[src/sv/mpct_pkg.sv]
// Shared types, constants and helpers for the mouse packet cursor tracker.
package mpct_pkg;

  localparam int COORD_BITS = 12;
  localparam int SIZE_BITS  = COORD_BITS + 1;
  localparam int SUM_BITS   = COORD_BITS + 2;
  localparam int MAX_EVENTS = 4;
  localparam int EV_IDX_BITS = $clog2(MAX_EVENTS);
  localparam int EV_CNT_BITS = $clog2(MAX_EVENTS + 1);
  localparam int CFG_IDX_BITS = 1;

  localparam logic [SIZE_BITS-1:0] WIDTH_RESET  = SIZE_BITS'(640);
  localparam logic [SIZE_BITS-1:0] HEIGHT_RESET = SIZE_BITS'(480);
  localparam logic [SIZE_BITS-1:0] SIZE_CAP     = SIZE_BITS'(1) << COORD_BITS;

  localparam logic [CFG_IDX_BITS-1:0] CFG_WINDOW_WIDTH  = CFG_IDX_BITS'(0);
  localparam logic [CFG_IDX_BITS-1:0] CFG_WINDOW_HEIGHT = CFG_IDX_BITS'(1);

  localparam logic [2:0] KIND_LEFT_DOWN   = 3'd0;
  localparam logic [2:0] KIND_LEFT_UP     = 3'd1;
  localparam logic [2:0] KIND_RIGHT_DOWN  = 3'd2;
  localparam logic [2:0] KIND_RIGHT_UP    = 3'd3;
  localparam logic [2:0] KIND_MIDDLE_DOWN = 3'd4;
  localparam logic [2:0] KIND_MIDDLE_UP   = 3'd5;
  localparam logic [2:0] KIND_MOVE        = 3'd6;

  localparam logic [1:0] BTN_LEFT   = 2'd0;
  localparam logic [1:0] BTN_RIGHT  = 2'd1;
  localparam logic [1:0] BTN_MIDDLE = 2'd2;

  typedef struct packed {
    logic [7:0]        status_byte;
    logic signed [7:0] delta_x;
    logic signed [7:0] delta_y;
  } in_item_t;

  typedef struct packed {
    logic [2:0]            event_kind;
    logic [COORD_BITS-1:0] pos_x;
    logic [COORD_BITS-1:0] pos_y;
    logic                  last_event;
  } out_item_t;

  typedef struct packed {
    out_item_t [MAX_EVENTS-1:0] ev;
    logic [EV_CNT_BITS-1:0]     count;
  } evt_list_t;

  function automatic logic [2:0] button_kind(input logic [1:0] btn, input logic up);
    logic [2:0] k;
    k = KIND_LEFT_DOWN;
    case (btn)
      BTN_LEFT:   k = up ? KIND_LEFT_UP : KIND_LEFT_DOWN;
      BTN_RIGHT:  k = up ? KIND_RIGHT_UP : KIND_RIGHT_DOWN;
      BTN_MIDDLE: k = up ? KIND_MIDDLE_UP : KIND_MIDDLE_DOWN;
      default:    k = KIND_LEFT_DOWN;
    endcase
    return k;
  endfunction

endpackage

[src/sv/mpct_event_gen.sv]
// Cursor and button state, and the event list built for one packet.
module mpct_event_gen import mpct_pkg::*; (
  input  logic                 clk,
  input  logic                 rst,
  input  logic                 take,
  input  in_item_t             item,
  input  logic [SIZE_BITS-1:0] window_width,
  input  logic [SIZE_BITS-1:0] window_height,
  output evt_list_t            list
);

  logic [COORD_BITS-1:0] cursor_x;
  logic [COORD_BITS-1:0] cursor_y;
  logic [2:0]            prev_buttons;

  logic [COORD_BITS-1:0] nx, ny;
  logic signed [SUM_BITS-1:0] sum_x, sum_y;
  logic [COORD_BITS-1:0] top_x, top_y;
  out_item_t [MAX_EVENTS-1:0] cand;
  logic [MAX_EVENTS-1:0]      cand_v;
  logic [EV_CNT_BITS-1:0]     n;
  logic [EV_CNT_BITS-1:0]     n_m1;

  function automatic logic [COORD_BITS-1:0] size_top(input logic [SIZE_BITS-1:0] size);
    logic [COORD_BITS-1:0] t;
    if (size == '0) begin
      t = '0;
    end else if (size > SIZE_CAP) begin
      t = '1;
    end else begin
      t = COORD_BITS'(size - SIZE_BITS'(1));
    end
    return t;
  endfunction

  function automatic logic [COORD_BITS-1:0] clamp(input logic signed [SUM_BITS-1:0] v,
                                                  input logic [COORD_BITS-1:0] top);
    logic [COORD_BITS-1:0] r;
    if (v < 0) begin
      r = '0;
    end else if (v > $signed({2'b00, top})) begin
      r = top;
    end else begin
      r = v[COORD_BITS-1:0];
    end
    return r;
  endfunction

  always_comb begin
    top_x = size_top(window_width);
    top_y = size_top(window_height);
    sum_x = $signed({2'b00, cursor_x}) + SUM_BITS'(item.delta_x);
    sum_y = $signed({2'b00, cursor_y}) - SUM_BITS'(item.delta_y);
    nx = clamp(sum_x, top_x);
    ny = clamp(sum_y, top_y);

    for (int i = 0; i < 3; i++) begin
      cand_v[i] = item.status_byte[i] ^ prev_buttons[i];
      cand[i].event_kind = button_kind(2'(i), prev_buttons[i]);
      cand[i].pos_x = cursor_x;
      cand[i].pos_y = cursor_y;
      cand[i].last_event = 1'b0;
    end
    cand_v[3] = (nx != cursor_x) || (ny != cursor_y);
    cand[3].event_kind = KIND_MOVE;
    cand[3].pos_x = nx;
    cand[3].pos_y = ny;
    cand[3].last_event = 1'b0;

    list = '0;
    n = '0;
    for (int i = 0; i < MAX_EVENTS; i++) begin
      if (cand_v[i]) begin
        list.ev[n[EV_IDX_BITS-1:0]] = cand[i];
        n = n + EV_CNT_BITS'(1);
      end
    end
    n_m1 = n - EV_CNT_BITS'(1);
    if (n != '0) begin
      list.ev[n_m1[EV_IDX_BITS-1:0]].last_event = 1'b1;
    end
    list.count = n;
  end

  always_ff @(posedge clk) begin
    if (rst) begin
      cursor_x     <= '0;
      cursor_y     <= '0;
      prev_buttons <= '0;
    end else if (take) begin
      cursor_x     <= nx;
      cursor_y     <= ny;
      prev_buttons <= item.status_byte[2:0];
    end
  end

endmodule

[src/sv/mpct_event_queue.sv]
// Result buffer that holds one packet's events and hands them out in order.
module mpct_event_queue import mpct_pkg::*; (
  input  logic      clk,
  input  logic      rst,
  input  logic      load,
  input  evt_list_t list,
  output logic      free,
  output logic      out_valid,
  input  logic      out_stall,
  output out_item_t out_item
);

  out_item_t [MAX_EVENTS-1:0] ev;
  logic [EV_CNT_BITS-1:0]     cnt;
  logic [EV_IDX_BITS-1:0]     idx;
  logic                       busy;
  logic                       fire;

  assign out_valid = busy;
  assign out_item  = ev[idx];
  assign fire      = busy && !out_stall;
  assign free      = !busy || (fire && ev[idx].last_event);

  always_ff @(posedge clk) begin
    if (load) begin
      ev <= list.ev;
    end
  end

  always_ff @(posedge clk) begin
    if (rst) begin
      busy <= 1'b0;
      idx  <= '0;
      cnt  <= '0;
    end else if (load) begin
      busy <= (list.count != '0);
      idx  <= '0;
      cnt  <= list.count;
    end else if (fire) begin
      if (ev[idx].last_event) begin
        busy <= 1'b0;
      end else begin
        idx <= idx + EV_IDX_BITS'(1);
      end
    end
  end

  a_idx_in_range: assert property (@(posedge clk) disable iff (rst)
    busy |-> ({1'b0, idx} < cnt))
    else $error("event index past count");

  a_last_matches: assert property (@(posedge clk) disable iff (rst)
    busy |-> (ev[idx].last_event == (({1'b0, idx} + EV_CNT_BITS'(1)) == cnt)))
    else $error("last flag out of step with count");

  a_load_free: assert property (@(posedge clk) disable iff (rst)
    load |-> free)
    else $error("load while events pending");

  a_keep_going: assert property (@(posedge clk) disable iff (rst)
    (fire && !ev[idx].last_event && !load) |=> busy)
    else $error("buffer dropped pending events");

endmodule

[src/sv/mouse_packet_cursor_tracker_core.sv]
// Top level of the mouse packet cursor tracker.
//
// Usage: one PS/2 style packet (status byte, signed dx, signed dy) enters on
// in_item when in_valid is high and in_stall low. Each packet yields zero to
// four event items on out_item (button press/release in left, right, middle
// order, then a move event when the clamped position changed); last_event
// marks the final item of a packet. A packet with no change yields nothing.
// An accepted packet waits in the input register, is turned into events
// as it is loaded into the result buffer, and its first event is offered
// from there. The buffer hands out one event item per cycle while out_stall
// is low; a quiet packet never occupies it, and the input register takes
// the next packet while the buffer drains.
// Window size registers are written on cfg_we; write them only when idle.
// Reset clears the cursor to (0,0), all buttons released, window 640x480.
// When out_stall is high the current event holds; once the input register
// is full as well, in_stall rises.
module mouse_packet_cursor_tracker_core import mpct_pkg::*; (
  input  logic                    clk,
  input  logic                    rst,
  input  logic                    in_valid,
  output logic                    in_stall,
  input  in_item_t                in_item,
  output logic                    out_valid,
  input  logic                    out_stall,
  output out_item_t               out_item,
  input  logic                    cfg_we,
  input  logic [CFG_IDX_BITS-1:0] cfg_index,
  input  logic [SIZE_BITS-1:0]    cfg_data
);

  logic [SIZE_BITS-1:0] window_width;
  logic [SIZE_BITS-1:0] window_height;
  in_item_t             in_reg;
  logic                 in_full;
  logic                 in_full_next;
  logic                 take;
  logic                 accept;
  logic                 free;
  evt_list_t            list;

  assign take         = in_full && free;
  assign in_stall     = in_full && !free;
  assign accept       = in_valid && !in_stall;
  assign in_full_next = accept || (in_full && !take);

  always_ff @(posedge clk) begin
    if (rst) begin
      window_width  <= WIDTH_RESET;
      window_height <= HEIGHT_RESET;
    end else if (cfg_we) begin
      case (cfg_index)
        CFG_WINDOW_WIDTH:  window_width  <= cfg_data;
        CFG_WINDOW_HEIGHT: window_height <= cfg_data;
        default: ;
      endcase
    end
  end

  always_ff @(posedge clk) begin
    if (rst) begin
      in_full <= 1'b0;
    end else begin
      in_full <= in_full_next;
    end
  end

  always_ff @(posedge clk) begin
    if (accept) begin
      in_reg <= in_item;
    end
  end

  mpct_event_gen u_gen (
    .clk           (clk),
    .rst           (rst),
    .take          (take),
    .item          (in_reg),
    .window_width  (window_width),
    .window_height (window_height),
    .list          (list)
  );

  mpct_event_queue u_queue (
    .clk       (clk),
    .rst       (rst),
    .load      (take),
    .list      (list),
    .free      (free),
    .out_valid (out_valid),
    .out_stall (out_stall),
    .out_item  (out_item)
  );

endmodule
[config.mk]
export PLATFORM = sky130hd
export DESIGN_NAME = mouse_packet_cursor_tracker_core
export DESIGN_NICKNAME = d
export VERILOG_FILES = /design/src/sv/mpct_pkg.sv /design/src/sv/mpct_event_gen.sv /design/src/sv/mpct_event_queue.sv /design/src/sv/mouse_packet_cursor_tracker_core.sv
export SDC_FILE = /design/constraint.sdc
export NUM_CORES = 1
export LEC_CHECK = 0
export ABC_CLOCK_PERIOD_IN_PS = 7400
export BUFFER_PORTS_ARGS = -buffer_cell sky130_fd_sc_hd__buf_2
export CORE_MARGIN = 2
export CORE_UTILIZATION = 40
export DETAILED_ROUTE_END_ITERATION = 8
export PLACE_DENSITY = 0.53
export SLEW_MARGIN = 10
export SYNTH_ARGS = -nofsm -noshare
export SYNTH_HDL_FRONTEND = slang
export SYNTH_SLANG_ARGS = --single-unit
export TNS_END_PERCENT = 5
[constraint.sdc]
create_clock -name clk -period 7.4 [get_ports clk]
set_clock_uncertainty 0.05 [all_clocks]
set_input_delay 0.74 -clock clk [delete_from_list [all_inputs] [get_ports clk]]
set_output_delay 0.74 -clock clk [all_outputs]
set_load 0.1 [all_outputs]
Yosys cells after proc, flatten, opt, wreduce, memory -nomap -nowiden
Index checks and enable logic that the tools add are counted.

word-level totals
  output and inout bits = 30
  register bits after elaboration = 188

operators by class
  reductions and logical operators = 28
  mux-type cells = 37
  $add $sub $neg = 9
  equality and inequality tests = 2
  bitwise logic cells = 5
  order comparisons = 15

operators with widths
  cell                   number
  $bwmux 112             4
  $mux 112               4
  $demux 28 s2           4
  $mux 28                5
  $mux 12                8
  $bmux 28 s2            1
  $gt 14x13->1           2
  $lt 14x1->1 const B    2
  $gt 13x13->1 const B   2
  $logic_not 13->1       2
  $ne 12x12->1           2
  $sub 12x1->12 const B  2
  $add 13x8->14          1
  $sub 13x8->14          1
  $lt 2x3->1 const B     4
  $logic_and 1x1->1      10
  $mux 3                 3
  $mux 1                 8
  $reduce_and 2->1       4
  $add 3x1->3 const B    2
  $ge 2x1->1 const B     3
  $logic_not 1->1        5
  $reduce_bool 2->1      2
  $logic_or 1x1->1       3
  9 further kinds        12

Depth between registers and ports, before layout
  depth in word-level cells = 16
  mapped depth = 26
  mapped depth without buffers = 22

Cells and area by module
From an unflattened synthesis, not the netlist that was laid out.

unflattened totals
  cells, all modules = 1295
  area total of the unflattened synthesis = 13105.1 µm²

by module, submodules not included
  module                            times used  area an instance (µm²)  cells each  seq. area each (µm²)
  mpct_event_gen                    1           6991.7                  992         540.5
  mpct_event_queue                  1           4237.8                  169         3423.3
  mouse_packet_cursor_tracker_core  1           1875.5                  134         1261.2

Worst setup path before layout
OpenSTA, ideal clock, no wires.

  kind = register to register
  start = register u_gen.cursor_x[1]
  end = register u_queue.ev[83] (netlist name), data pin
  arrival time = 5.150 ns
  path slack = 1.940 ns
  setup time = 0.260 ns
  stages on the path, launching flop included = 22
  data required time = 7.090 ns
  path through = dfxtp_1 -> clkbuf_1 -> inv_1 -> fa_1 -> nand2b_1 -> a211o_1 -> and3_1 -> nor3_1 -> inv_1 -> ha_1 -> nand2_1 -> or4_1 -> nor3_1 -> o22ai_2 -> o21ai_4 -> buf_2 -> a21o_1 -> xor2_1 -> o311ai_0 -> and4_4 -> buf_2 -> mux2_2

RTL lines
  item                      RTL line                text
  start: declaration        mpct_event_gen.sv:12    logic [COORD_BITS-1:0] cursor_x;
  start signal: assignment  mpct_event_gen.sv:91    cursor_x <= nx;
  end signal: assignment    mpct_event_queue.sv:26  ev <= list.ev;
  end: declaration          mpct_event_queue.sv:13  out_item_t [MAX_EVENTS-1:0] ev;

==> reports/metrics.yaml <==
fin_nets: 1492
worstMarginPinSlew_ns: 0.9553
regArea_mm2: 0.005076
post_cts_buffers: 0
startpoint: "u_gen.cursor_x[3]$_SDFFE_PP0P_"
grt_pass1_vias: 9572
layout_setup_ws_ns: 0.9737
post-place-ws_ns: 1.013
largest_reg_flops: 112
cap_viol_max_count: 0
r2r-end: "u_queue.ev[58]$_DFFE_PP_"
worstSetupEndpointType: "flop"
stdcell_count: 1837
arrival_ns: 6.54
dp_hpwl_mm: 23.87
hold_viol: 0
syn-num-nets: 1468
outcome: "completed"
cts_made_buffers: 17
nFillCells: 3204
cts_tree: "done"
synth_simple_gate_area_share_pct: 18.12
drt_first_pass_iters: 5
yosysSeqAreaShare_pct: 38.73
layout-drive-gt1-share_pct: 14.62
yosysUniqueCellTypes: 98
finalSetupViolations: 0
cp_max_fo: 21
ioPinCount: 73
final_max_slew_viol_count: 0
ys.flop_type: "edfxtp_1"
synthXorXnorAreaFrac_pct: 2.339
worst_hold_startpoint: "in_item[13]"
antenna_found_initial: 0
htreeDepth: 4
fp.dieH_um: 185.0
coreArea_mm2: 0.03237
wl_per_cell_um: 18.57
post_cts_resized: 0
layout_common_cells: "nand2_1, edfxtp_1, mux2i_1"
placed_cells_incl_taps: 1805
synth_edf_count: 131
die_area_mm2: 0.03422
yosys.area_share.adder_pct: 6.722
fmax_mhz: 155.6
p_leak_nw: 5.838
layout_commonest_cell: "nand2_1"
root_buffer: "clkbuf_16"
syn_inst: 1358
ys_ff_latch: 188
gp_congestion: 0.8741
syn2layout_area_growth_pct: 9.425
min_path_type: "in -> reg"
cts_hold_buf: 0
post_synth.cell_area_avg_um2: 9.649
via_count: 10070
die_x_um: 185.0
timing.final.crit_share_pct: 86.84
grt_pass1_wl_mm: 53.74
gr-total-overflow: 0
multi_input_area_mm2: 0.007277
finalCriticalPeriod_ns: 6.426
drc: 0
critical_path_class: "reg -> reg"
ff2ff_path_depth: 21
rrSetupSlack_ns: 0.97
slew_headroom_pct: 35.77
synthArstFlopShare_pct: 0
grt_max_degree: 61
start_kind: "flop"
first_iter_violations: 560
required_ns: 7.51
clockBufferDepth: 2
fin_setup_tns_ns: 0
cellPowerDensity_mw_per_mm2: 233.0
gr-usage-all-layers_pct: 20.48
clock_latency_ns: 0.45
numClockSinks: 188
start_util_pct: 40.48
clk_pin_slew_worst_paths_ns: 0.07
ir_worst_vdd_mv: 0.1836
viasPerCell: 5.482
synth.area.mux_share_pct: 14.46
diodes: 0
syn_area_mm2: 0.01310
cp-endpoint: "u_queue.ev[58]$_DFFE_PP_"
rows: 66
synth_compound_gate_area_share_pct: 13.79
r2r-start: "u_gen.cursor_x[3]$_SDFFE_PP0P_"
synth_top_family_by_area: "simple AND/OR/NAND/NOR gates"
drt_wl_total_mm: 34.11
port_buffers: 67
rsz0062_at_grt: "false"
ys_warn_count: 0
ant_nets: 0
## power by group
group	internal [mW]	switching (mW)	leakage, nW
clock network	0.484	0.430	0.282
logic	0.411	0.729	3.81
registers	1.23	0.0544	1.75
## area by class of cell
type | instances | area share (%)
Multi-Input combinational cell | 1019 | 50.75
Sequential cell | 188 | 35.40
Timing Repair Buffer | 96 | 4.380
Tap cell | 442 | 3.857
Clock buffer | 20 | 3.115
Inverter | 60 | 1.588
Clock inverter | 12 | 0.9075
## critical path, stage by stage, from the launching register on
cell       delay (ns)
dfxtp_1          0.60
ha_1             0.38
a21o_1           0.18
a21oi_1          0.29
a21oi_1          0.16
o311a_1          0.36
a2111oi_1        0.48
buf_4            0.21
ha_1             0.14
nand2_1          0.09
or4_1            0.53
nor3_1           0.27
o22ai_2          0.19
o21ai_4          0.33
mux2i_1          0.20
or4b_1           0.53
o311ai_0         0.11
buf_4            0.18
and4_4           0.31
nand2b_4         0.17
buf_4            0.24
mux2i_1          0.11
## cells by family after synthesis
logic type,Yosys count
fa+ha+maj,69
buf+inv,151
flops,188
mux,151
simple gates,496
xor+xnor,35
compound gates,268
## layer usage
metal,routed length (um),vias up,global-route usage [%]
met2,15450,222,32.42
met5,0,-,0
met1,16730,4810,29.64
met3,1504,30,2.831
met4,429,0,4.762
li1,-,5009,-
## how the worst min path moves through the flow
stage          slack, ns  cells after the start                                 end
2_1_floorplan       0.39                      2  u_gen.prev_buttons[0]$_SDFFE_PP0P_
3_3_place_gp        0.40                      2  u_gen.prev_buttons[0]$_SDFFE_PP0P_
3_5_place_dp        0.41                      2  u_gen.prev_buttons[0]$_SDFFE_PP0P_
4_1_cts             0.40                      1                 in_reg[5]$_DFFE_PP_
5_1_grt             0.40                      1                in_reg[16]$_DFFE_PP_
6_report            0.42                      1                in_reg[13]$_DFFE_PP_
## through the flow
step | area, um^2 | hold WS (ns) | utilization (%) | power [mW]
6_report | 14340 | 0.4167 | 44.30 | 3.341
5_1_grt | 14340 | 0.4021 | 44.30 | 3.512
4_1_cts | 14340 | 0.4001 | 44.30 | 3.366
3_5_place_dp | 13760 | 0.4057 | 42.51 | 2.447
3_3_place_gp | 13760 | 0.4028 | 42.51 | 2.438
2_1_floorplan | 13100 | 0.3900 | - | 2.196
## cells in the mapped netlist (25+ instances only)
cell        n  share of area, %
edfxtp_1  131                30
o21ai_0    30               1.1
nand3_1    25              0.95
inv_1      56               1.6
mux2i_1   111               8.5
nand2_1   228               6.5
ha_1       64               6.1
a21oi_1    90               3.4
mux4_2     28               4.8
dfxtp_1    57               8.7
clkbuf_1   53               1.5
nor2_1    100               2.9
(Power assumes the default switching activity.)
